$ cat src/sv/sdes_cbc_cipher_core_assert.svh
// assertion macros shared by the s-des cbc cipher rtl
// expects clk and rst_n in the scope of each use

`ifndef SDES_CBC_CIPHER_CORE_ASSERT_SVH
`define SDES_CBC_CIPHER_CORE_ASSERT_SVH

// same-cycle implication, checked out of reset
`define SDES_ASSERT_NOW(label, ante, cons, msg) \
    label: assert property (@(posedge clk) disable iff (!rst_n) (ante) |-> (cons)) \
        else $error(msg);

// next-cycle implication, checked out of reset
`define SDES_ASSERT_NEXT(label, ante, cons, msg) \
    label: assert property (@(posedge clk) disable iff (!rst_n) (ante) |=> (cons)) \
        else $error(msg);

`endif

$ cat src/sv/sdes_cbc_pkg.sv
// types, register codes and s-des round functions for the cbc cipher
// no dependencies

package sdes_cbc_pkg;

    localparam int unsigned KEY_W   = 10;
    localparam int unsigned BLOCK_W = 8;
    localparam int unsigned CFG_W   = 10;

    typedef logic [KEY_W-1:0]   key_t;
    typedef logic [BLOCK_W-1:0] block_t;
    typedef logic [CFG_W-1:0]   cfg_data_t;
    typedef logic [1:0]         cfg_index_t;

    typedef struct packed {
        block_t k1;
        block_t k2;
    } subkeys_t;

    // configuration register indexes
    localparam cfg_index_t CFG_KEY     = 2'd0;
    localparam cfg_index_t CFG_IV      = 2'd1;
    localparam cfg_index_t CFG_DECRYPT = 2'd2;

    // s-boxes, indexed [row][col]
    localparam logic [1:0] S0_BOX [4][4] = '{
        '{2'd1, 2'd0, 2'd3, 2'd2},
        '{2'd3, 2'd2, 2'd1, 2'd0},
        '{2'd0, 2'd2, 2'd1, 2'd3},
        '{2'd3, 2'd1, 2'd3, 2'd2}
    };
    localparam logic [1:0] S1_BOX [4][4] = '{
        '{2'd0, 2'd1, 2'd2, 2'd3},
        '{2'd2, 2'd0, 2'd1, 2'd3},
        '{2'd3, 2'd0, 2'd1, 2'd0},
        '{2'd2, 2'd1, 2'd0, 2'd3}
    };

    // permutation position 1 is the msb
    function automatic key_t perm_p10(input key_t k);
        return {k[7], k[5], k[8], k[3], k[6], k[0], k[9], k[1], k[2], k[4]};
    endfunction

    function automatic block_t perm_p8(input key_t k);
        return {k[4], k[7], k[3], k[6], k[2], k[5], k[0], k[1]};
    endfunction

    function automatic block_t perm_ip(input block_t b);
        return {b[6], b[2], b[5], b[7], b[4], b[0], b[3], b[1]};
    endfunction

    function automatic block_t perm_ip_inv(input block_t b);
        return {b[4], b[7], b[5], b[3], b[1], b[6], b[0], b[2]};
    endfunction

    function automatic block_t perm_ep(input logic [3:0] n);
        return {n[0], n[3], n[2], n[1], n[2], n[1], n[0], n[3]};
    endfunction

    function automatic logic [3:0] perm_p4(input logic [3:0] n);
        return {n[2], n[0], n[1], n[3]};
    endfunction

    function automatic subkeys_t make_subkeys(input key_t key);
        key_t       p;
        logic [4:0] hi;
        logic [4:0] lo;
        subkeys_t   sk;
        p     = perm_p10(key);
        hi    = p[9:5];
        lo    = p[4:0];
        sk.k1 = perm_p8({hi[3:0], hi[4], lo[3:0], lo[4]});
        sk.k2 = perm_p8({hi[1:0], hi[4:2], lo[1:0], lo[4:2]});
        return sk;
    endfunction

    function automatic block_t feistel(input block_t b, input block_t sk);
        block_t     e;
        logic [1:0] s0;
        logic [1:0] s1;
        logic [3:0] f;
        e  = perm_ep(b[3:0]) ^ sk;
        s0 = S0_BOX[{e[7], e[4]}][{e[6], e[5]}];
        s1 = S1_BOX[{e[3], e[0]}][{e[2], e[1]}];
        f  = perm_p4({s0, s1});
        return {b[7:4] ^ f, b[3:0]};
    endfunction

    function automatic block_t run_block(input block_t x, input block_t ka,
                                         input block_t kb);
        block_t b;
        b = feistel(perm_ip(x), ka);
        b = feistel({b[3:0], b[7:4]}, kb);
        return perm_ip_inv(b);
    endfunction

endpackage

$ cat src/sv/sdes_cbc_cipher_core.sv
// s-des block cipher on bytes with cbc chaining, one byte per cycle unless out_ready stalls the result
// data path: input stage register, then the combinational cipher, then the registered data_out
// throughput: one byte per cycle while out_ready holds; the chain register closes in the cipher stage
// reset: key, iv, mode, chain register and all valid flags clear to zero
// depends on sdes_cbc_pkg and sdes_cbc_cipher_core_assert.svh

module sdes_cbc_cipher_core
    import sdes_cbc_pkg::*;
(
    input  logic       clk,
    input  logic       rst_n,
    // configuration write port
    input  logic       cfg_write,
    input  cfg_index_t cfg_index,
    input  cfg_data_t  cfg_data,
    // input channel
    input  logic       in_valid,
    output logic       in_ready,
    input  block_t     data_in,
    input  logic       start_chain,
    // result channel
    output logic       out_valid,
    input  logic       out_ready,
    output block_t     data_out
);

    // configuration registers
    key_t   cipher_key_reg;
    block_t init_vector_reg;
    logic   decrypt_mode_reg;

    // input stage
    logic   s1_valid_reg;
    block_t s1_data_reg;
    logic   s1_start_reg;

    // cbc chain: always the last ciphertext byte
    block_t chain_reg;
    block_t chain_next;

    // result stage
    logic   out_valid_reg;
    block_t data_out_reg;
    block_t data_out_next;

    logic     s1_adv;
    logic     in_xfer;
    subkeys_t subkeys;
    block_t   chain_val;
    block_t   cipher_in;
    block_t   cipher_out;

    // config must only change while idle (the core does not enforce this), so subkeys can stay combinational
    assign subkeys = make_subkeys(cipher_key_reg);

    // the result register frees when empty or when its byte transfers
    assign s1_adv   = s1_valid_reg && (!out_valid_reg || out_ready);
    assign in_ready = !s1_valid_reg || s1_adv;
    assign in_xfer  = in_valid && in_ready;

    // start of message picks the iv instead of the stored block
    assign chain_val = s1_start_reg ? init_vector_reg : chain_reg;

    // encrypt xors before the cipher, decrypt after it; subkey order flips
    always_comb
    begin
        if (decrypt_mode_reg)
        begin
            cipher_in     = s1_data_reg;
            cipher_out    = run_block(cipher_in, subkeys.k2, subkeys.k1);
            data_out_next = cipher_out ^ chain_val;
            chain_next    = s1_data_reg;
        end
        else
        begin
            cipher_in     = s1_data_reg ^ chain_val;
            cipher_out    = run_block(cipher_in, subkeys.k1, subkeys.k2);
            data_out_next = cipher_out;
            chain_next    = cipher_out;
        end
    end

    // configuration writes; unknown index is dropped
    always_ff @(posedge clk or negedge rst_n)
    begin
        if (!rst_n)
        begin
            cipher_key_reg   <= '0;
            init_vector_reg  <= '0;
            decrypt_mode_reg <= 1'b0;
        end
        else if (cfg_write)
        begin
            unique case (cfg_index)
                CFG_KEY:     cipher_key_reg   <= cfg_data[KEY_W-1:0];
                CFG_IV:      init_vector_reg  <= cfg_data[BLOCK_W-1:0];
                CFG_DECRYPT: decrypt_mode_reg <= cfg_data[0];
                default:     ;
            endcase
        end
    end

    // control flags and chain state
    always_ff @(posedge clk or negedge rst_n)
    begin
        if (!rst_n)
        begin
            s1_valid_reg  <= 1'b0;
            out_valid_reg <= 1'b0;
            chain_reg     <= '0;
        end
        else
        begin
            if (in_ready)
            begin
                s1_valid_reg <= in_valid;
            end
            if (s1_adv)
            begin
                out_valid_reg <= 1'b1;
                chain_reg     <= chain_next;
            end
            else if (out_ready)
            begin
                out_valid_reg <= 1'b0;
            end
        end
    end

    // payload registers, no reset needed
    always_ff @(posedge clk)
    begin
        if (in_xfer)
        begin
            s1_data_reg  <= data_in;
            s1_start_reg <= start_chain;
        end
        if (s1_adv)
        begin
            data_out_reg <= data_out_next;
        end
    end

    assign out_valid = out_valid_reg;
    assign data_out  = data_out_reg;

`include "sdes_cbc_cipher_core_assert.svh"

    `SDES_ASSERT_NEXT(a_enc_chain, s1_adv && !decrypt_mode_reg, chain_reg == data_out_reg, "encrypt chain differs from result")
    `SDES_ASSERT_NEXT(a_dec_chain, s1_adv && decrypt_mode_reg, chain_reg == $past(s1_data_reg), "decrypt chain differs from input byte")
    `SDES_ASSERT_NOW(a_empty_ready, !s1_valid_reg, in_ready, "empty input stage not ready")
    `SDES_ASSERT_NEXT(a_adv_valid, s1_adv, out_valid_reg, "advanced byte lost at result stage")

endmodule

$ cat config.mk
export PLATFORM = sky130hd
export DESIGN_NAME = sdes_cbc_cipher_core
export DESIGN_NICKNAME = d
export VERILOG_FILES = /design/src/sv/sdes_cbc_pkg.sv /design/src/sv/sdes_cbc_cipher_core.sv
export VERILOG_INCLUDE_DIRS = /design/src /design/src/sv
export SDC_FILE = /design/constraint.sdc
export NUM_CORES = 1
export LEC_CHECK = 0
export ABC_CLOCK_PERIOD_IN_PS = 3800
export BUFFER_PORTS_ARGS = -buffer_cell sky130_fd_sc_hd__buf_2
export CAP_MARGIN = 5
export CORE_UTILIZATION = 35
export DETAILED_ROUTE_END_ITERATION = 6
export PLACE_DENSITY_LB_ADDON = 0.25
export SETUP_SLACK_MARGIN = 0.3
export SLEW_MARGIN = 20
export SYNTH_ARGS = -nofsm -noshare
export SYNTH_HDL_FRONTEND = slang
export SYNTH_SLANG_ARGS = --single-unit
$ cat constraint.sdc
create_clock -name clk -period 3.8 [get_ports clk]
set_clock_uncertainty 0.05 [all_clocks]
set_input_delay 0.76 -clock clk [delete_from_list [all_inputs] [get_ports clk]]
set_output_delay 0.76 -clock clk [all_outputs]
set_load 0.05 [all_outputs]
-- Yosys cells after proc, flatten, opt, wreduce, memory -nomap -nowiden
Cells that the tools add are included.
- register bits: 46
- latch bits: 0
- memory bits (writable): 0
- ROM bits: 0
- output and inout port bits: 10
- memories kept: 0
- add/sub/neg operators: 0
- multipliers: 0
- divide/modulo/power cells: 0
- $lt $le $gt $ge: 16
- equality and inequality tests: 2
- shift operators: 0
- muxes and demuxes: 53
- bitwise logic cells: 26
- reduce and logical (&&, ||, !) cells: 11
- operators with widths (operator ; number):
    $mux 8 ; 19
    $bmux 8 s2 ; 8
    $ge 3x3->1 const B ; 16
    $not 2->3 ; 16
    $xor 8x8->8 ; 6
    $bmux 2 s2 ; 8
    $mux 2 ; 16
    $xor 4x4->4 ; 4
    $reduce_and 2->1 ; 3
    $eq 2x1->1 const B ; 1
    $eq 2x2->1 const B ; 1
    $logic_and 1x1->1 ; 2
    $logic_not 1->1 ; 2
    $logic_not 2->1 ; 1
    $logic_or 1x1->1 ; 2
    $mux 1 ; 2
    $reduce_bool 2->1 ; 1

-- Depth between registers and ports, before layout
- depth in word-level cells: 21
- depth in mapped cells: 15
- depth with buffers taken out: 14

-- Worst setup path after synthesis
No wires, ideal clock.
- path type: register to register
- from: reg s1_start_reg
- to: reg data_out_reg[2] (netlist: data_out[2]), data pin
- library setup time: 0.146 ns
- arrival time: 3.315 ns
- data required time: 3.604 ns
- setup slack: 0.289 ns
- cell stages (with the launch flop): 15
- clock period less this slack: 3.511 ns
- path through: edfxtp_1 -> buf_6 -> mux2i_2 -> xnor3_1 -> inv_1 -> ha_1 -> mux2_1 -> mux2i_2 -> xor2_1 -> inv_1 -> ha_1 -> mux2_4 -> mux2i_1 -> mux2i_1 -> a21boi_1
- word-level cells in the longest chain between the ends: 21
- elaborated cells on any way between the ends: 32
- those cells by class: mux: 20; bitwise: 12
- ends and longest elaborated chain (item ; line ; source):
    start: declaration ; sdes_cbc_cipher_core.sv:35 ; logic s1_start_reg;
    start signal: assignment ; sdes_cbc_cipher_core.sv:136 ; s1_start_reg <= start_chain;
    $mux 8 (*) ; sdes_cbc_cipher_core.sv:62 ; assign chain_val = s1_start_reg ? init_vector_reg : chain_reg;
    $xor 8x8->8 ; sdes_cbc_cipher_core.sv:76 ; cipher_in = s1_data_reg ^ chain_val;
    $xor 8x8->8 ; sdes_cbc_pkg.sv:82 ; e = perm_ep(b[3:0]) ^ sk;
    $not 2->3 (on tied branches) ; sdes_cbc_pkg.sv:83, sdes_cbc_pkg.sv:84 ;
    $bmux 8 s2 (on tied branches) ; sdes_cbc_pkg.sv:83, sdes_cbc_pkg.sv:84 ;
    $mux 8 (on tied branches) (2 in series) ; sdes_cbc_pkg.sv:83, sdes_cbc_pkg.sv:84 ;
    $bmux 2 s2 (on tied branches) ; sdes_cbc_pkg.sv:83, sdes_cbc_pkg.sv:84 ;
    $mux 2 (on tied branches) (2 in series) ; sdes_cbc_pkg.sv:83, sdes_cbc_pkg.sv:84 ;
    [... 2 more ...] ; - ;
    $not 2->3 (implied by the code) ; sdes_cbc_pkg.sv:84 ; s1 = S1_BOX[{e[3], e[0]}][{e[2], e[1]}];
    $bmux 8 s2 ; sdes_cbc_pkg.sv:84 ;
    $mux 8 (implied by the code) (2 in series) ; sdes_cbc_pkg.sv:84 ;
    $bmux 2 s2 ; sdes_cbc_pkg.sv:84 ;
    $mux 2 (implied by the code) (2 in series) ; sdes_cbc_pkg.sv:84 ;
    $xor 4x4->4 ; sdes_cbc_pkg.sv:86 ; return {b[7:4] ^ f, b[3:0]};
    $mux 8 (*) ; sdes_cbc_cipher_core.sv:67 ; if (decrypt_mode_reg)
    named net data_out_next[2] ; sdes_cbc_cipher_core.sv:44 ; block_t data_out_next;
    end signal: assignment ; sdes_cbc_cipher_core.sv:140 ; data_out_reg <= data_out_next;
    end: declaration ; sdes_cbc_cipher_core.sv:43 ; block_t data_out_reg;
Mark *: on every way through the listed nets, which the timed path passes. The rest lies on a longest branch. The select of a mux whose other input is x is not followed.
A chain may end at the register's enable or synchronous reset.

-- Worst setup path after layout
Ends and elaborated chain as after synthesis.

==> impl_metrics.csv <==
group,metric,value,unit
sta,rsz0062_at_grt,"yes",
logic_synthesis,seq_area_frac_synth,34.5,%
logic_synthesis,yosysTopAreaCellShare,20.3,%
setup_path,required,3.91,ns
logic_synthesis,synth_seq_cells,46,
placement,dp_hpwl,6590,um
logic_synthesis,synth_area_leader_cell,"dfrtp_1",
cts,root_buffer,"clkbuf_8",
placement,io_buffers,35,
drt,ant_nets,0,
layout,area_delta_synth_final,20.7,%
cts,cts_buffers,5,
setup_path,startpoint_type,"register",
power,p_per_area,1090,nW/um2
layout,layout_common_cells,"xnor2_1 (45), buf_2 (35), buf_4 (31)",
logic_synthesis,synth_area,3580,um2
floorplan,io_pins,36,
sta,hold_viol,0,
floorplan,die_width,103,um
logic_synthesis,synth-edff-count,17,
drt,avgViaCountPerCell,4.93,
power,leakagePower,1.92,nW
setup_path,critPathCaptureType,"register",
logic_synthesis,ys_warn_count,0,
setup_path,regToRegSetupSlack,0.39,ns
floorplan,die_y,103,um
worst_hold_path,hold_class,"primary input to asynchronous set/reset pin",
layout,nFillCells,955,
sta,worst_slew_pin_slew,1.02,ns
job,drv_cap,0,
grt,grt_pass1_wl,13300,um
setup_path,critPathSlowestCell,"edfxtp_1",
sta,slew_headroom,32.2,%
setup_path,critPathKind,"register to register",
logic_synthesis,syn_nets,364,
layout,nets,424,
sta,min_period_over_period,89.8,%
drt,totalWireLength,8720,um
layout,antenna_cells,0,
cts,clockBufferDepth,2,
layout,fin_util,43.8,%
cts,cts_max_level,2,
layout,final_area,4320,um2
floorplan,die_area,10600,um2
sta,setup_ws,0.388,ns
sta,drv_slew,0,
logic_synthesis,synth.avg_cell_area,11.0,um2
status,status,"finished clean",
sta,fin_setup_tns,0,ns
grt,grt_pass1_vias,2514,
cts,cts.sinks,46,
floorplan,start_util,36.3,%
power,ir_drop,0.406,mV
logic_synthesis,async_flop_share,63.0,%
cts,hold_buffers,0,
setup_path,critPathMaxFanout,4,
layout,drive_gt1_share,33.2,%
setup_path,cp.arrival,3.52,ns
setup_path,reg2reg_depth,15,
logic_synthesis,synth_flop_cell,"dfrtp_1",
drt,vias,2552,
layout,largest_register_ffs,10,
drt,wire_per_inst,16.8,um
setup_path,crit_chain,"buf_6 > mux2i_4 > xnor3_2 > buf_4 > inv_1 > ha_1 > mux2i_1 > mux2i_4 > xor2_2 > inv_2 > ha_1 > mux2_4 > mux2i_2 > mux2i_1 > a21boi_2",
placement,post-place-ws,0.0847,ns
grt,grt_max_degree,30,
drt,drc_errors,0,
grt,antenna_found_initial,0,
setup_path,critical-path-max-stage-delay,0.35,ns
drt,drt_first_pass_iters,4,
grt,grt.total_usage,17.2,%
placement,gp_congestion,0.892,
cts,cts_tree,"built",
floorplan,row_count,36,
cts,clk_transition_reported_paths,0.11,ns
sta,max_clock_freq,293,MHz
cts,clk_latency,0.31,ns
logic_synthesis,ys_types,51,
sta,setup_viol,0,
layout,layout_commonest_cell,"xnor2_1",
logic_synthesis,netlist_instances,324,
placement,place_area,3980,um2
logic_synthesis,ys_top_cells_by_area,"dfrtp_1 (20%), edfxtp_1 (14%), xnor2_1 (12%)",
sta,hold_slack,0.436,ns
grt,grt_overflow,0,
drt,drt_iter0_drc,133,
floorplan,core-area,9860,um2
sta,min_period,3.41,ns
==> cell type report <==
| cell class | count | area (um2) | share of cell area, % |
|---|---|---|---|
| inverter | 22 | 82.6 | 1.91 |
| tap | 133 | 166 | 3.85 |
| multi-input combinational | 241 | 2320 | 53.7 |
| sequential | 46 | 1240 | 28.6 |
| clock buffer | 6 | 72.6 | 1.68 |
| timing repair buffer | 68 | 430 | 9.96 |
| clock inverter | 2 | 13.8 | 0.319 |
==> synthesized netlist by cell type, types with 2 or more instances <==
cell type,count
nand2_1,12
a211oi_1,3
o211a_1,2
nand3_1,7
mux2i_1,25
mux2_2,19
o21ai_0,6
nand3b_1,4
xnor2_1,50
dfrtp_1,29
edfxtp_1,17
a21boi_1,2
xor2_1,19
a21oi_1,11
o31ai_1,2
ha_1,14
xor2_2,2
inv_1,20
mux2i_2,2
xnor3_1,5
xor3_1,3
clkbuf_1,10
nor3_1,6
nor3b_1,2
a21o_1,4
mux2i_4,3
nor2b_1,2
mux2_1,2
a31oi_1,2
buf_2,3
nor2_1,10
nand2b_1,4
inv_2,2
and2_1,3
==> worst max-delay path, delay by kind of cell, from the launching register on <==
kind	cells	cell delay [ns]
buffers and inverters	4	0.42
adders and majority gates	2	0.50
muxes	6	1.32
DFF	1	0.35
AOI/OAI and AO/OA	1	0.18
xor gates and xnor gates	2	0.49
==> routing by layer <==
metal  global-route usage (%)  vias to the layer above  routed length (um)
met3                     2.71                        8                 357
met5                        0                        -                   0
met2                     27.2                       56                4110
met1                     24.2                     1260                4090
met4                     4.77                        0                 161
li1                         -                     1228                   -
==> per-stage QoR <==
| step | cells | total power (W) |
|---|---|---|
| 5_1_grt | 518 | 0.00503 |
| 4_1_cts | 507 | 0.00437 |
| 3_5_place_dp | 492 | 0.00387 |
| 6_report | 518 | 0.00470 |
| 2_1_floorplan | 324 | 0.00326 |
| 3_3_place_gp | 492 | 0.00381 |
==> report_power, final <==
group	internal, W	total [W]	switching, W
logic	0.00174	0.00355	0.00180
clock network	0.000131	0.000322	0.000191
registers	0.000700	0.000834	0.000134
==> worst paths after layout <==
path / start / endpoint
setup / recovery: s1_start_reg / data_out[2]
hold / removal: rst_n / chain_reg[6]
setup reg to reg: s1_start_reg / data_out[2]
hold reg to reg: s1_valid_reg / out_valid
max in group asynchronous: rst_n / chain_reg[4]
min in group clk: s1_valid_reg / out_valid
==> timing repair <==
action                                  CTS  global route
buffers inserted                          7            11
hold endpoints to repair                  0             0
resized for setup                         4            19
pin swaps                                 2             6
endpoints found under the setup margin    7             7
==> kinds of logic after synthesis <==
group / count (synthesis) / share of synthesized area [%]
xor+xnor: 80 / 23.4
simple gates: 55 / 8.04
mux: 52 / 16.7
flops: 46 / 34.5
compound gates: 40 / 8.28
buf+inv: 37 / 4.19
fa+ha+maj: 14 / 4.89
Power figures use the tool's default switching activity.
